==> src/rtl/assert_macros.svh <==
// assertion helpers for the rtl files, included by the controller core
`ifndef ASSERT_MACROS_SVH
`define ASSERT_MACROS_SVH

// same-cycle implication, checked outside reset
`define ASSERT_IMPL(label, clk, rstn, ante, cons) \
    label: assert property (@(posedge clk) disable iff (!(rstn)) (ante) |-> (cons)) \
        else $error("assertion failed");

// next-cycle implication, checked outside reset
`define ASSERT_NEXT(label, clk, rstn, ante, cons) \
    label: assert property (@(posedge clk) disable iff (!(rstn)) (ante) |=> (cons)) \
        else $error("assertion failed");

`endif

==> src/rtl/ipid_pkg.sv <==
package ipid_pkg;

    localparam int ADDR_W   = 5;
    localparam int DATA_W   = 32;
    localparam int SAMPLE_W = 16;
    localparam int ERR_W    = SAMPLE_W + 1;
    localparam int GAIN_W   = 16;
    localparam int LIMIT_W  = 15;
    localparam int FRAC_W   = 8;

    typedef enum logic [2:0] {
        REG_GAIN_P     = 3'd0,
        REG_GAIN_I     = 3'd1,
        REG_GAIN_D     = 3'd2,
        REG_ISTEP_LIM  = 3'd3,
        REG_OUT_LIM    = 3'd4
    } reg_idx_t;

endpackage

==> src/rtl/incremental_pid_controller_core.sv <==
// a beat's error is registered, then its result, updating error history and last output
// throughput: one beat per cycle while the output is not stalled
// the feedback path through the stored output is a single add and clamp stage
// reset (aresetn low, synchronous): gains, limits, error history and last output cleared,
// both pipeline stages emptied
`include "assert_macros.svh"

module incremental_pid_controller_core (
    input  logic                                   aclk,
    input  logic                                   aresetn,
    input  logic                                   psel,
    input  logic                                   penable,
    input  logic                                   pwrite,
    input  logic [ipid_pkg::ADDR_W-1:0]            paddr,
    input  logic [ipid_pkg::DATA_W-1:0]            pwdata,
    output logic [ipid_pkg::DATA_W-1:0]            prdata,
    output logic                                   pready,
    input  logic                                   s_valid,
    output logic                                   s_ready,
    input  logic signed [ipid_pkg::SAMPLE_W-1:0]   s_reference,
    input  logic signed [ipid_pkg::SAMPLE_W-1:0]   s_feedback,
    output logic                                   m_valid,
    input  logic                                   m_ready,
    output logic signed [ipid_pkg::SAMPLE_W-1:0]   m_drive
);

    // configuration registers
    logic signed [15:0] gain_p_reg;
    logic signed [15:0] gain_i_reg;
    logic signed [15:0] gain_d_reg;
    logic [14:0]        istep_lim_reg;
    logic [14:0]        out_lim_reg;

    ipid_pkg::reg_idx_t reg_idx;
    logic               cfg_wr;

    assign pready  = 1'b1;
    assign reg_idx = ipid_pkg::reg_idx_t'(paddr[4:2]);
    assign cfg_wr  = psel & penable & pwrite;

    always_ff @(posedge aclk) begin
        if (!aresetn) begin
            gain_p_reg    <= '0;
            gain_i_reg    <= '0;
            gain_d_reg    <= '0;
            istep_lim_reg <= '0;
            out_lim_reg   <= '0;
        end else if (cfg_wr) begin
            case (reg_idx)
                ipid_pkg::REG_GAIN_P:    gain_p_reg    <= pwdata[15:0];
                ipid_pkg::REG_GAIN_I:    gain_i_reg    <= pwdata[15:0];
                ipid_pkg::REG_GAIN_D:    gain_d_reg    <= pwdata[15:0];
                ipid_pkg::REG_ISTEP_LIM: istep_lim_reg <= pwdata[14:0];
                ipid_pkg::REG_OUT_LIM:   out_lim_reg   <= pwdata[14:0];
                default: ;
            endcase
        end
    end

    always_comb begin
        case (reg_idx)
            ipid_pkg::REG_GAIN_P:    prdata = {16'd0, gain_p_reg};
            ipid_pkg::REG_GAIN_I:    prdata = {16'd0, gain_i_reg};
            ipid_pkg::REG_GAIN_D:    prdata = {16'd0, gain_d_reg};
            ipid_pkg::REG_ISTEP_LIM: prdata = {17'd0, istep_lim_reg};
            ipid_pkg::REG_OUT_LIM:   prdata = {17'd0, out_lim_reg};
            default:                 prdata = '0;
        endcase
    end

    // input stage: error formed on entry
    logic               in_valid_reg;
    logic signed [16:0] e0_reg;
    logic signed [16:0] e0_next;
    logic               advance;

    assign e0_next = {s_reference[15], s_reference} - {s_feedback[15], s_feedback};
    assign advance = in_valid_reg & (~m_valid | m_ready);
    assign s_ready = ~in_valid_reg | advance;

    always_ff @(posedge aclk) begin
        if (!aresetn) begin
            in_valid_reg <= 1'b0;
        end else if (s_ready) begin
            in_valid_reg <= s_valid;
        end
    end

    always_ff @(posedge aclk) begin
        if (s_valid && s_ready) begin
            e0_reg <= e0_next;
        end
    end

    // controller state
    logic signed [16:0] e1_reg;
    logic signed [16:0] e2_reg;
    logic signed [15:0] out_prev_reg;
    logic               out_valid_reg;
    logic signed [15:0] drive_reg;

    // increments
    logic signed [17:0] diff_p;
    logic signed [18:0] diff_d;
    logic signed [33:0] prod_p;
    logic signed [32:0] prod_i;
    logic signed [34:0] prod_d;
    logic signed [25:0] inc_p;
    logic signed [24:0] inc_i_raw;
    logic signed [26:0] inc_d;
    logic signed [24:0] ilim_pos;
    logic signed [24:0] ilim_neg;
    logic signed [15:0] inc_i;
    logic signed [28:0] sum;
    logic signed [28:0] olim_pos;
    logic signed [28:0] olim_neg;
    logic signed [15:0] drive_next;

    assign diff_p = {e0_reg[16], e0_reg} - {e1_reg[16], e1_reg};
    assign diff_d = {{2{e0_reg[16]}}, e0_reg} - {e1_reg[16], e1_reg, 1'b0}
                  + {{2{e2_reg[16]}}, e2_reg};

    assign prod_p = gain_p_reg * diff_p;
    assign prod_i = gain_i_reg * e0_reg;
    assign prod_d = gain_d_reg * diff_d;

    // arithmetic shift by the fraction width, floor rounding
    assign inc_p     = prod_p[33:ipid_pkg::FRAC_W];
    assign inc_i_raw = prod_i[32:ipid_pkg::FRAC_W];
    assign inc_d     = prod_d[34:ipid_pkg::FRAC_W];

    assign ilim_pos = {10'd0, istep_lim_reg};
    assign ilim_neg = -ilim_pos;

    always_comb begin
        if (inc_i_raw > ilim_pos) begin
            inc_i = ilim_pos[15:0];
        end else if (inc_i_raw < ilim_neg) begin
            inc_i = ilim_neg[15:0];
        end else begin
            inc_i = inc_i_raw[15:0];
        end
    end

    assign sum = {{13{out_prev_reg[15]}}, out_prev_reg}
               + {{3{inc_p[25]}}, inc_p}
               + {{13{inc_i[15]}}, inc_i}
               + {{2{inc_d[26]}}, inc_d};

    assign olim_pos = {14'd0, out_lim_reg};
    assign olim_neg = -olim_pos;

    always_comb begin
        if (sum > olim_pos) begin
            drive_next = olim_pos[15:0];
        end else if (sum < olim_neg) begin
            drive_next = olim_neg[15:0];
        end else begin
            drive_next = sum[15:0];
        end
    end

    always_ff @(posedge aclk) begin
        if (!aresetn) begin
            e1_reg        <= '0;
            e2_reg        <= '0;
            out_prev_reg  <= '0;
            out_valid_reg <= 1'b0;
        end else begin
            if (advance) begin
                e1_reg       <= e0_reg;
                e2_reg       <= e1_reg;
                out_prev_reg <= drive_next;
            end
            if (advance) begin
                out_valid_reg <= 1'b1;
            end else if (m_ready) begin
                out_valid_reg <= 1'b0;
            end
        end
    end

    always_ff @(posedge aclk) begin
        if (advance) begin
            drive_reg <= drive_next;
        end
    end

    assign m_valid = out_valid_reg;
    assign m_drive = drive_reg;

    // the pending result is always the stored last output
    `ASSERT_IMPL(a_drive_is_state, aclk, aresetn, m_valid, m_drive == out_prev_reg)
    // both stages full and stalled: no new beat taken
    `ASSERT_IMPL(a_full_blocks, aclk, aresetn, in_valid_reg && m_valid && !m_ready, !s_ready)
    // a step always produces a result beat
    `ASSERT_NEXT(a_step_emits, aclk, aresetn, advance, m_valid)
    // error history shifts by one per step
    `ASSERT_NEXT(a_hist_shift, aclk, aresetn, advance,
        e1_reg == $past(e0_reg) && e2_reg == $past(e1_reg))

endmodule

==> config.mk <==
export PLATFORM = sky130hd
export DESIGN_NAME = incremental_pid_controller_core
export DESIGN_NICKNAME = d
export VERILOG_FILES = /design/src/rtl/ipid_pkg.sv /design/src/rtl/incremental_pid_controller_core.sv
export VERILOG_INCLUDE_DIRS = /design/src /design/src/rtl
export SDC_FILE = /design/constraint.sdc
export NUM_CORES = 2
export LEC_CHECK = 0
export ABC_AREA = 1
export BUFFER_PORTS_ARGS = -buffer_cell sky130_fd_sc_hd__buf_2
export CELL_PAD_IN_SITES_DETAIL_PLACEMENT = 2
export CELL_PAD_IN_SITES_GLOBAL_PLACEMENT = 2
export CORE_UTILIZATION = 30
export DETAILED_ROUTE_END_ITERATION = 8
export PLACE_DENSITY_LB_ADDON = 0.1
export SLEW_MARGIN = 10
export SYNTH_ARGS = -nofsm -noshare
export SYNTH_HDL_FRONTEND = slang
export SYNTH_SLANG_ARGS = --single-unit
==> constraint.sdc <==
create_clock -name aclk -period 17.5 [get_ports aclk]
set_input_delay 0 -clock aclk [delete_from_list [all_inputs] [get_ports aclk]]
set_output_delay 0 -clock aclk [all_outputs]
set_load 0.01 [all_outputs]
==> results.json <==
{
  "drt_iter0_markers": 1712,
  "final_nets": 7414,
  "fmax_ghz": 0.0645,
  "synth_mux_area_frac": 0,
  "cp-startpoint": "e0_reg[3]",
  "rrSetupSlack_ns": 1.99,
  "synth_compound_area_frac": 0.0814,
  "path_max_fanout": 31,
  "netlist_area_mm2": 0.0471,
  "pwr_density_cell_mw_per_mm2": 78.7,
  "io_buffer_count": 91,
  "die_h_um": 398,
  "clockBufferDepth": 2,
  "path_buf_inv": 13,
  "min_period_ns": 15.51,
  "reg2reg_from": "e0_reg[3]",
  "grt_pass1_wl_mm": 284,
  "synthAdderAreaFrac": 0.508,
  "hold_path.class": "input port to flop",
  "clockRootBuffer": "clkbuf_16",
  "yosys.area_share.xor_xnor": 0.0317,
  "die_w_um": 398,
  "numCtsBuffers": 17,
  "core-area_mm2": 0.156,
  "setup_viol": 0,
  "worstMarginPinSlew_ns": 1.27,
  "gp_congestion": 0.858,
  "synth_cell_type_count": 56,
  "synth-edff-count": 33,
  "crit_path_max_incr_delay_ns": 1.00,
  "crit_path_top_delay_cell": "edfxtp_1",
  "numPlacedInstances": 7994,
  "hpwl_mm": 158,
  "htree_num_levels": 4,
  "post-route-drc-count": 0,
  "start_kind": "flop",
  "max_slew_margin": 0.149,
  "synthMostInstantiatedCell": "inv_1",
  "groute.usage.overall": 0.243,
  "synth_top_family_by_area": "adder cells",
  "routed_wirelength_mm": 187,
  "grt_pass1_vias": 44800,
  "wl_per_cell_um": 23.2,
  "cts_sinks": 163,
  "die_area_mm2": 0.159,
  "synth_ff_type": "dfxtp_1",
  "arrival_ns": 15.75,
  "cts_tree": "yes",
  "ys_ff_latch": 163,
  "cpMostUsedCell": "nand2_1",
  "cts_resized": 0,
  "power_w": 0.00400,
  "synthTopCellsByArea": "fa_1, inv_1, ha_1",
  "hold_viol_final": 0,
  "overflow": 0,
  "syn_area_per_cell_um2": 7.90,
  "ios": 127,
  "num_rows": 145,
  "insertion_delay_ns": 0.54,
  "min_period_over_period": 0.886,
  "antenna_found_initial": 17,
  "slew_viol_final": 0,
  "drv_cap": 0,
  "syn_to_final_growth_pct": 7.93,
  "synth_warnings": 0,
  "post-place-ws_ns": 1.89,
  "vias": 39100,
  "power.static_leakage_nw": 26.3,
  "synth_commonest_cells": "inv_1, nand2_1, fa_1, nor2_1, ha_1",
  "synthCells": 5959,
  "synth_seq_area_share": 0.0763,
  "synth_top_area_cell": "fa_1",
  "ir_drop_mv": 0.138,
  "vias_per_cell": 4.85,
  "async_reset_ff_frac": 0,
  "firstDrtPassIters": 5,
  "synth_top_area_share": 0.400,
  "tns_ns": 0,
  "critPathTopFamily": "adder cells",
  "setup_ws_ns": 1.99,
  "yosys.area_share.simple": 0.165,
  "crit_path_end_kind": "flop",
  "ant_nets": 0,
  "start_util": 0.302,
  "drive_above_1_share": 0.0528,
  "hold_path_startpoint": "s_reference[9]",
  "skew_ns": 0.0374,
  "layout.cells.non_filler": 8066,
  "status": "finished, final reports clean",
  "grt_max_degree": 96,
  "clkSlewWorstSetupHoldPaths_ns": 0.09,
  "rsz0062_at_grt": "no",
  "critPathKind": "flop to flop",
  "cp.required_ns": 17.75
}
logic make-up after synthesis:
group / after synthesis
flip-flops: 163
AND/OR/NAND/NOR: 1888
other: 2
AO/OA/AOI/OAI: 696
buffers and inverters: 1694
adder cells (fa/ha/maj): 1348
XOR/XNOR: 168
where the power goes:
part           internal (W)  total, W  switching, W
registers          0.000433  0.000461     0.0000279
clock network      0.000192  0.000411      0.000220
logic              0.000949   0.00313       0.00218
total               0.00157   0.00400       0.00243
path summary, 6_finish.rpt:
kind / endpoint / depth (start not counted)
min: e0_reg[9] / 3
min reg2reg: e2_reg[15] / 2
max: m_drive[3] / 64
max reg2reg: m_drive[3] / 64
timing repair:
item / CTS / global route
hold buffers: 35 / 0
hold endpoints to repair: 67 / 0
buffers inserted: 0 / 0
final cells by class:
type                       count  area, um^2
sequential                   163        3590
multi-input combinational   4117       37100
antenna                        5        12.5
timing repair buffer         198        1350
clock inverter                15         164
clock buffer                  17         425
inverter                    1493        5600
fill                       18100      105000
tap                         2058        2570
stage by stage:
step                area, um^2  hold WS (ns)   util
floorplan                47200         0.135      -
global route             50800        0.0281  0.326
finish                   50800        0.0270  0.326
CTS                      50800       0.00154  0.326
global placement         49900         0.300  0.320
detailed placement       49900         0.310  0.320
worst reg2reg max path: cells and delay by family (launching register included):
family	cells	cell delay, ns
compound gates	14	3.70
xor+xnor	3	0.38
fa+ha+maj	13	6.13
buf+inv	13	1.54
flops	1	1.00
simple gates	21	2.45
layer usage:
metal	GRT usage	vias up	wire length, um
met5	0	-	0
met4	0.0556	0	4390
met3	0.0299	166	8430
met2	0.410	611	89000
met1	0.332	20500	85300
li1	-	17800	-
placed cells by master (no fill, tap or decap), types with 11 or more instances in the layout:
cell type      instances
dlygate4sd3_1         35
inv_1               1457
conb_1                17
nand2_1             1093
xor2_1                98
buf_2                 90
a21o_1                18
o21a_1                11
edfxtp_1              33
or2_2                 58
clkbuf_16             17
a31oi_1               11
a221oi_1              18
nand4_1               24
nand3b_1              14
nor3_1                35
o21ai_0              227
nor2_1               474
nand2_2               23
o22ai_1               15
nand3_1              141
buf_4                 73
o21bai_1              15
a21oi_1              326
clkinv_1              22
dfxtp_1              130
ha_1                 407
xnor2_1               65
fa_1                 941
inv_2                 15
(Power assumes the default switching activity.)
